[src/rsf_pkg.sv]
// rsf_pkg: shared types and constants of the run-length sprite pixel fetch
// used by rsf_step and rle_sprite_pixel_fetch; no dependencies
package rsf_pkg;

    localparam int BYTE_W    = 8;
    localparam int COL_W     = 10;
    localparam int DIM_W     = 11;
    localparam int CNT_COL_W = 11;
    localparam int LIT_W     = 7;
    localparam int STATUS_W  = 2;
    localparam int CMP_W     = 17;
    localparam int CFG_IDX_W = 3;
    localparam int TDATA_M_W = 16;

    localparam logic [BYTE_W-1:0]    RUN_TRANSPARENT = 8'h80;
    localparam logic [LIT_W-1:0]     RUN_MASK        = 7'h7F;
    localparam logic [CNT_COL_W-1:0] COL_MAX         = 11'h7FF;

    typedef enum logic [STATUS_W-1:0] {
        STATUS_FOUND        = 2'd0,
        STATUS_OUT_OF_RANGE = 2'd1,
        STATUS_INCONSISTENT = 2'd2
    } status_t;

    typedef enum logic [CFG_IDX_W-1:0] {
        REG_TARGET_COL   = 3'd0,
        REG_TARGET_ROW   = 3'd1,
        REG_IMAGE_WIDTH  = 3'd2,
        REG_IMAGE_HEIGHT = 3'd3
    } reg_index_t;

    typedef struct packed {
        logic [COL_W-1:0] target_col;
        logic [COL_W-1:0] target_row;
        logic [DIM_W-1:0] image_width;
        logic [DIM_W-1:0] image_height;
    } cfg_t;

    typedef struct packed {
        logic              emit;
        logic [BYTE_W-1:0] pixel_index;
        status_t           status;
    } step_result_t;

endpackage

[src/rsf_step.sv]
// rsf_step: row/column walk state and the decode of one stream byte
// depends on rsf_pkg
module rsf_step #(
    parameter int MAX_DIM = 1024
) (
    input  logic                       aclk,
    input  logic                       aresetn,
    input  logic                       advance,
    input  logic [rsf_pkg::BYTE_W-1:0] data_byte,
    input  logic                       first_byte,
    input  rsf_pkg::cfg_t              cfg,
    output rsf_pkg::step_result_t      result,
    output logic                       search_idle
);

    logic [rsf_pkg::COL_W-1:0]     row_count_reg, row_count_next;
    logic [rsf_pkg::CNT_COL_W-1:0] col_count_reg, col_count_next;
    logic [rsf_pkg::LIT_W-1:0]     literal_left_reg, literal_left_next;
    logic                          search_done_reg, search_done_next;

    logic [rsf_pkg::COL_W-1:0]     rc;
    logic [rsf_pkg::CNT_COL_W-1:0] cc;
    logic [rsf_pkg::LIT_W-1:0]     ll;
    logic                          sd;
    logic [rsf_pkg::CMP_W-1:0]     width_ext, height_ext, width_lim, height_lim;
    logic                          out_of_range;
    logic                          on_row;
    logic [rsf_pkg::LIT_W-1:0]     run_len;
    logic [rsf_pkg::CNT_COL_W:0]   run_end;

    assign width_ext  = rsf_pkg::CMP_W'(cfg.image_width);
    assign height_ext = rsf_pkg::CMP_W'(cfg.image_height);
    assign width_lim  = (width_ext > rsf_pkg::CMP_W'(MAX_DIM)) ?
                        rsf_pkg::CMP_W'(MAX_DIM) : width_ext;
    assign height_lim = (height_ext > rsf_pkg::CMP_W'(MAX_DIM)) ?
                        rsf_pkg::CMP_W'(MAX_DIM) : height_ext;
    assign out_of_range = (rsf_pkg::CMP_W'(cfg.target_col) >= width_lim) ||
                          (rsf_pkg::CMP_W'(cfg.target_row) >= height_lim);

    assign rc = first_byte ? '0 : row_count_reg;
    assign cc = first_byte ? '0 : col_count_reg;
    assign ll = first_byte ? '0 : literal_left_reg;
    assign sd = first_byte ? 1'b0 : search_done_reg;

    assign on_row  = (rc == cfg.target_row);
    assign run_len = data_byte[rsf_pkg::LIT_W-1:0] & rsf_pkg::RUN_MASK;
    assign run_end = {1'b0, cc} + (rsf_pkg::CNT_COL_W+1)'(run_len);

    always_comb begin
        row_count_next     = rc;
        col_count_next     = cc;
        literal_left_next  = ll;
        search_done_next   = sd;
        result.emit        = 1'b0;
        result.pixel_index = '0;
        result.status      = rsf_pkg::STATUS_FOUND;
        if (first_byte && out_of_range) begin
            result.emit      = 1'b1;
            result.status    = rsf_pkg::STATUS_OUT_OF_RANGE;
            search_done_next = 1'b1;
        end else if (!sd) begin
            if (ll != '0) begin
                // pixel byte of a literal run
                if (on_row && (cc == rsf_pkg::CNT_COL_W'(cfg.target_col))) begin
                    result.emit        = 1'b1;
                    result.pixel_index = data_byte;
                    search_done_next   = 1'b1;
                end else begin
                    literal_left_next = ll - 1'b1;
                    if (cc != rsf_pkg::COL_MAX) begin
                        col_count_next = cc + 1'b1;
                    end
                end
            end else if (data_byte == '0) begin
                // end of row
                if (on_row) begin
                    result.emit      = 1'b1;
                    result.status    = rsf_pkg::STATUS_INCONSISTENT;
                    search_done_next = 1'b1;
                end else begin
                    row_count_next = rc + 1'b1;
                    col_count_next = '0;
                end
            end else if ((data_byte & rsf_pkg::RUN_TRANSPARENT) != '0) begin
                if (on_row && (run_end > (rsf_pkg::CNT_COL_W+1)'(cfg.target_col))) begin
                    result.emit      = 1'b1;
                    search_done_next = 1'b1;
                end else if (run_end[rsf_pkg::CNT_COL_W]) begin
                    col_count_next = rsf_pkg::COL_MAX;
                end else begin
                    col_count_next = run_end[rsf_pkg::CNT_COL_W-1:0];
                end
            end else begin
                literal_left_next = run_len;
            end
        end
    end

    always_ff @(posedge aclk) begin
        if (!aresetn) begin
            row_count_reg    <= '0;
            col_count_reg    <= '0;
            literal_left_reg <= '0;
            search_done_reg  <= 1'b1;
        end else if (advance) begin
            row_count_reg    <= row_count_next;
            col_count_reg    <= col_count_next;
            literal_left_reg <= literal_left_next;
            search_done_reg  <= search_done_next;
        end
    end

    assign search_idle = search_done_reg;

endmodule

[src/rle_sprite_pixel_fetch.sv]
// rle_sprite_pixel_fetch: top level, input register, config registers, result register
// depends on rsf_pkg and rsf_step
//
// channel  direction  payload
// s_       in         tdata = data_byte, tuser = first_byte
// m_       out        tdata = pixel_index, status
// cfg_     in         index = register number, data = register value
//
// one stream byte per cycle while the result register is not stalled; a request
// taken into the input register is decoded against the walk state and any result
// is loaded into the result register, which drives m_tvalid.
// while the result register holds an untaken result, the input register holds its
// byte and s_tready drops once both are full. reset (aresetn low) clears the walk
// state and leaves the block idle until a first byte arrives.
module rle_sprite_pixel_fetch #(
    parameter int MAX_DIM = 1024
) (
    input  logic                                 aclk,
    input  logic                                 aresetn,
    input  logic                                 s_tvalid,
    output logic                                 s_tready,
    input  logic [rsf_pkg::BYTE_W-1:0]           s_tdata,   // data_byte[7:0]
    input  logic                                 s_tuser,   // first_byte[0]
    output logic                                 m_tvalid,
    input  logic                                 m_tready,
    output logic [rsf_pkg::TDATA_M_W-1:0]        m_tdata,   // pixel_index[7:0], status[9:8]
    input  logic                                 cfg_valid,
    output logic                                 cfg_ready,
    input  logic [rsf_pkg::CFG_IDX_W-1:0]        cfg_index,
    input  logic [rsf_pkg::DIM_W-1:0]            cfg_data
);

    rsf_pkg::cfg_t cfg_reg;

    logic                        in_vld_reg;
    logic [rsf_pkg::BYTE_W-1:0]  in_byte_reg;
    logic                        in_first_reg;
    logic                        out_vld_reg;
    logic [rsf_pkg::BYTE_W-1:0]  out_pix_reg;
    rsf_pkg::status_t            out_status_reg;
    logic                        advance;
    logic                        search_idle;
    rsf_pkg::step_result_t       step_res;

    assign cfg_ready = 1'b1;

    always_ff @(posedge aclk) begin
        if (!aresetn) begin
            cfg_reg <= '0;
        end else if (cfg_valid) begin
            unique case (cfg_index)
                rsf_pkg::REG_TARGET_COL:   cfg_reg.target_col   <= cfg_data[rsf_pkg::COL_W-1:0];
                rsf_pkg::REG_TARGET_ROW:   cfg_reg.target_row   <= cfg_data[rsf_pkg::COL_W-1:0];
                rsf_pkg::REG_IMAGE_WIDTH:  cfg_reg.image_width  <= cfg_data;
                rsf_pkg::REG_IMAGE_HEIGHT: cfg_reg.image_height <= cfg_data;
                default: ;
            endcase
        end
    end

    assign advance  = in_vld_reg && (!out_vld_reg || m_tready);
    assign s_tready = !in_vld_reg || advance;

    always_ff @(posedge aclk) begin
        if (!aresetn) begin
            in_vld_reg <= 1'b0;
        end else if (s_tready) begin
            in_vld_reg <= s_tvalid;
        end
    end

    always_ff @(posedge aclk) begin
        if (s_tready && s_tvalid) begin
            in_byte_reg  <= s_tdata;
            in_first_reg <= s_tuser;
        end
    end

    rsf_step #(
        .MAX_DIM (MAX_DIM)
    ) u_step (
        .aclk        (aclk),
        .aresetn     (aresetn),
        .advance     (advance),
        .data_byte   (in_byte_reg),
        .first_byte  (in_first_reg),
        .cfg         (cfg_reg),
        .result      (step_res),
        .search_idle (search_idle)
    );

    always_ff @(posedge aclk) begin
        if (!aresetn) begin
            out_vld_reg <= 1'b0;
        end else if (!out_vld_reg || m_tready) begin
            out_vld_reg <= advance && step_res.emit;
        end
    end

    always_ff @(posedge aclk) begin
        if (advance && step_res.emit) begin
            out_pix_reg    <= step_res.pixel_index;
            out_status_reg <= step_res.status;
        end
    end

    assign m_tvalid = out_vld_reg;
    assign m_tdata  = {6'b0, out_status_reg, out_pix_reg};

    // a result leaves the walk idle
    a_emit_idles: assert property (@(posedge aclk) disable iff (!aresetn)
        advance && step_res.emit |=> search_idle)
        else $error("walk not idle after result");

    // no result while idle unless a first byte restarts the search
    a_idle_quiet: assert property (@(posedge aclk) disable iff (!aresetn)
        advance && step_res.emit |-> (!search_idle || in_first_reg))
        else $error("result from idle walk");

    // an empty input register always takes a request
    a_in_free: assert property (@(posedge aclk) disable iff (!aresetn)
        !in_vld_reg |-> s_tready)
        else $error("input stalled while empty");

    // a result only leaves when taken
    a_out_drop: assert property (@(posedge aclk) disable iff (!aresetn)
        $fell(out_vld_reg) |-> $past(m_tready))
        else $error("result dropped");

endmodule

[config.mk]
export PLATFORM = sky130hd
export DESIGN_NAME = rle_sprite_pixel_fetch
export DESIGN_NICKNAME = d
export VERILOG_FILES = /design/src/rsf_pkg.sv /design/src/rsf_step.sv /design/src/rle_sprite_pixel_fetch.sv
export SDC_FILE = /design/constraint.sdc
export NUM_CORES = 1
export LEC_CHECK = 0
export BUFFER_PORTS_ARGS = -buffer_cell sky130_fd_sc_hd__buf_2
export CAP_MARGIN = 20
export CORE_MARGIN = 2
export CORE_UTILIZATION = 35
export CTS_CLUSTER_SIZE = 8
export DETAILED_ROUTE_END_ITERATION = 7
export GPL_TIMING_DRIVEN = 0
export HOLD_SLACK_MARGIN = 0.05
export PLACE_DENSITY = 0.48
export SYNTH_ARGS = -nofsm -noshare
export SYNTH_HDL_FRONTEND = slang
export SYNTH_SLANG_ARGS = --single-unit
[constraint.sdc]
create_clock -name aclk -period 6.6 [get_ports aclk]
set_input_delay 0.99 -clock aclk [delete_from_list [all_inputs] [get_ports aclk]]
set_output_delay 0.99 -clock aclk [all_outputs]
set_load 0.05 [all_outputs]
==> summary by stage <==
Global routing
The first global-routing pass estimated around 35,000 um of wire. The final global-route overflow total is 0. The overall routing resource usage is 22.7%. The maximum number of pins on one net before global-route repair is 18. The via count of the first global-routing pass is ~6,100. The number of antenna violations at the first check in global routing came to 0.

STA
In this run the tightest slew margin relative to its limit is ~27%. Static timing analysis puts the maximum clock frequency at 163 MHz. The number of failing setup endpoints in the final timing report is 0.

The number of pins exceeding their max-slew limit in the final report is 0. The final hold violation count is 0. The setup clock skew after layout is approximately 0.0088 ns. At the pin with the least slew margin, the transition time is ~1.1 ns. The minimum clock period is 6.13 ns. After routing, the total negative slack on setup checks comes to 0 ns.

Setup repair after global routing left no endpoint under its margin. The final critical path takes up a little over 90% of the cycle.

Floorplanning
The die boundary width is around 140 um. In this run the vertical extent of the chip is 139 um. The region available for standard cell placement spans approximately 0.018 mm2. The floorplan die area is approximately 0.019 mm2.

The initial utilization of the core area, before any placement, comes to 35.6%. The floorplan has between 40 and 50 rows. Pin placement for this block handled between 40 and 50 I/O pins.

Run status
The flow ran to the end, and the final reports show no timing, DRC or antenna violations.

Yosys
Counting every instance in the synthesized netlist gives approximately 800. In this run the biggest area consumer among cell types represents 22.8% of the synthesized area. Yosys attributes the largest share of cell area to sky130_fd_sc_hd__dfxtp_1 23%, sky130_fd_sc_hd__edfxtp_1 8.9%, sky130_fd_sc_hd__nand2_1 8.6%, sky130_fd_sc_hd__ha_1 7.2%, sky130_fd_sc_hd__a21boi_0 5.9%.

The synthesized area divided by synthesized cell count is 7.81 um2. For this run, asynchronously set or reset flops after synthesis account for 0%. The count of cell types in the netlist is 84.

The register bit count reported by yosys is slightly above 90. The most used flip-flop cell after synthesis is sky130_fd_sc_hd__dfxtp_1. The register area share after synthesis is 31.7%. The synthesized netlist occupies a cell area of around 0.0064 mm2. The library cell with the largest summed area after synthesis is sky130_fd_sc_hd__dfxtp_1. The count of flip-flops with a built-in enable after synthesis is 19. The number of synthesis warnings is 0.

CTS
After clock tree synthesis, the clock-pin slew on the worst setup and hold paths is roughly 0.080 ns. The H-tree was split into 3 levels. The post-CTS setup repair buffer count is 0. The number of sinks on the clock net is 92. Counting along the longest clock path gives a buffer depth of 2. Gates resized during post-CTS repair numbered 1. The number of hold buffers added after CTS is 0. The clock latency reported for the late side of the worst-skew pair is between 0.3 and 0.4 ns. The clock tree from TritonCTS is yes. The number of buffers created by CTS is 9.

The tree is rooted in a sky130_fd_sc_hd__clkbuf_16.

Layout
The utilization of the core after routing is 40.2%. The count of fill cells added during filler insertion is ~1,900. The register with the most flip-flops in the layout has between 40 and 50 of them. The antenna cell count is 0. From synthesis to final layout, the design area changed by 12.9%. Of the cells placed in the final design, the portion with a size suffix greater than 1 is around 10%. The net count of the finished layout is 937.

Worst setup path
The flop-to-flop setup slack is 0.47 ns. Measured in cells, the most critical reg-to-reg path has a length of 22. The origin of the critical flop-to-flop path is in_first_reg. The kind of critical path is reg2reg. The highest net fanout along the worst path is 10.

STA classifies the critical path startpoint as a register. The critical path ends at u_step.col_count_reg[0]. The worst reg2reg path endpoint is u_step.col_count_reg[0]. The worst endpoint required time is just under 7 ns. The launching element of the worst setup path is in_first_reg.

The endpoint arrival time on the critical path is 6.44 ns. The worst setup path is captured at a register.

Power
Dividing total power by cell area gives a power density of roughly 200 mW/mm2. Summed over all cells, the static leakage comes to ~2.6 nW. The design draws 1.46 mW. The worst ir drop on vdd is between 0.15 and 0.2 mV.

Placed design
The placer's final routability congestion estimate is between 0.9 and 1. The wire-length estimate of the detail-placed layout is between 15,000 and 20,000 um. The count of input and output buffers is 37.

Drt
For this run, the detailed router's first-pass iteration total came to 6. After detailed routing, the average wire length per cell comes to approximately 20 um. The routed layout has roughly 6,200 vias. The final routed wirelength across all metal layers is between 20,000 and 25,000 um. The first routing iteration left 513 violations. In the routed design, unresolved DRC markers number 0. The count of nets left with antenna violations once routing finished came out at 0. In the routed layout, each cell is associated on average with a via count of between 5 and 6.

Worst hold path
The tightest min-delay check is of the reg2reg type.

Job
The max capacitance violation total is 0.
==> per-stage QoR <==
stage / setup WS [ns] / cells / cell area (um2) / hold WS, ns
6_report: 0.470 / 1106 / 7230 / 0.467
5_1_grt: 0.160 / 1106 / 7230 / 0.490
4_1_cts: 0.178 / 1106 / 7210 / 0.472
3_5_place_dp: -0.0647 / 1090 / 6890 / 0.461
3_3_place_gp: 0.0351 / 1090 / 6890 / 0.453
2_1_floorplan: 1.55 / 824 / 6420 / 0.433
==> cell usage in the layout (no fill, tap or decap), types with 19 or more instances in the layout <==
master / Yosys / routed
sky130_fd_sc_hd__nand2_1: 147 / 147
sky130_fd_sc_hd__buf_2: 6 / 43
sky130_fd_sc_hd__nand2b_1: 20 / 20
sky130_fd_sc_hd__nor2_1: 61 / 61
sky130_fd_sc_hd__a21boi_0: 50 / 50
sky130_fd_sc_hd__a21oi_1: 35 / 35
sky130_fd_sc_hd__clkbuf_1: 33 / 32
sky130_fd_sc_hd__ha_1: 37 / 37
sky130_fd_sc_hd__edfxtp_1: 19 / 19
sky130_fd_sc_hd__nor2b_1: 21 / 21
sky130_fd_sc_hd__nor3_1: 22 / 22
sky130_fd_sc_hd__inv_1: 26 / 26
sky130_fd_sc_hd__o21ai_0: 37 / 37
sky130_fd_sc_hd__dfxtp_1: 73 / 73
sky130_fd_sc_hd__nand3_1: 19 / 19
==> layout make-up <==
class | instances | area [um2] | share of cell area (%)
Sequential cell | 92 | 2030 | 28.1
Tap cell | 229 | 287 | 3.96
Clock inverter | 6 | 78.8 | 1.09
Timing Repair Buffer | 38 | 193 | 2.67
Clock buffer | 10 | 239 | 3.31
Inverter | 29 | 109 | 1.51
Multi-Input combinational cell | 651 | 4040 | 55.9
Buffer | 51 | 249 | 3.44
==> cells by family (layout without fill, tap and decap cells) <==
group,Yosys count,after routing,share of synthesized area (%)
other,2,7,0.117
multiplexers,5,5,0.782
flip-flops,92,92,31.7
buffers and inverters,81,134,5.63
XOR/XNOR,20,20,2.74
AND/OR/NAND/NOR,359,359,27.4
adder cells (fa/ha/maj),38,38,7.41
AO/OA/AOI/OAI,222,222,24.1
==> per-layer routing <==
metal | wire (um) | GRT usage, % | vias up
li1 | - | - | 3035
met1 | 9850 | 30.1 | 2973
met2 | 10300 | 38.0 | 186
met3 | 1140 | 3.58 | 32
met4 | 411 | 6.75 | 0
met5 | 0 | 0 | -
==> worst max-delay path, cell delays in order, from the launching register on <==
cell,delay (ns)
sky130_fd_sc_hd__edfxtp_1,0.51
sky130_fd_sc_hd__inv_1,0.26
sky130_fd_sc_hd__clkbuf_2,0.41
sky130_fd_sc_hd__clkbuf_1,0.55
sky130_fd_sc_hd__nand2_1,0.14
sky130_fd_sc_hd__xnor2_1,0.16
sky130_fd_sc_hd__ha_1,0.23
sky130_fd_sc_hd__a21boi_0,0.23
sky130_fd_sc_hd__a2111oi_2,0.10
sky130_fd_sc_hd__nor4_2,0.55
sky130_fd_sc_hd__nor3_1,0.15
sky130_fd_sc_hd__xnor2_1,0.21
sky130_fd_sc_hd__nor2_1,0.09
sky130_fd_sc_hd__ha_1,0.31
sky130_fd_sc_hd__nand2_1,0.06
sky130_fd_sc_hd__or3_1,0.36
sky130_fd_sc_hd__a21oi_1,0.26
sky130_fd_sc_hd__nand2_1,0.19
sky130_fd_sc_hd__o311ai_1,0.14
sky130_fd_sc_hd__a211oi_2,0.22
sky130_fd_sc_hd__and2b_1,0.29
sky130_fd_sc_hd__a2111oi_0,0.45
sky130_fd_sc_hd__a22o_1,0.18
==> how the worst min path moves through the flow <==
stage,depth (start not counted),from,end
4_1_cts,2,cfg_reg[1],cfg_reg[1]
5_1_grt,2,cfg_reg[1],cfg_reg[1]
3_5_place_dp,2,cfg_reg[1],cfg_reg[1]
6_report,2,cfg_reg[11],cfg_reg[11]
2_1_floorplan,2,u_step.literal_left_reg[0],u_step.literal_left_reg[0]
3_3_place_gp,2,cfg_reg[15],cfg_reg[15]
==> power by group <==
| group | switching, mW | internal (mW) |
|---|---|---|
| clock | 0.261 | 0.314 |
| combinational | 0.192 | 0.0913 |
| sequential | 0.0155 | 0.589 |
| total | 0.468 | 0.994 |
==> cell usage after synthesis, types with 20 or more instances <==
cell                         n
sky130_fd_sc_hd__nand2_1   147
sky130_fd_sc_hd__dfxtp_1    73
sky130_fd_sc_hd__nor2_1     61
sky130_fd_sc_hd__a21boi_0   50
sky130_fd_sc_hd__ha_1       37
sky130_fd_sc_hd__o21ai_0    37
sky130_fd_sc_hd__a21oi_1    35
sky130_fd_sc_hd__clkbuf_1   33
sky130_fd_sc_hd__inv_1      26
sky130_fd_sc_hd__nor3_1     22
sky130_fd_sc_hd__nor2b_1    21
sky130_fd_sc_hd__nand2b_1   20
Note: power is estimated with default switching activity, not from simulation.
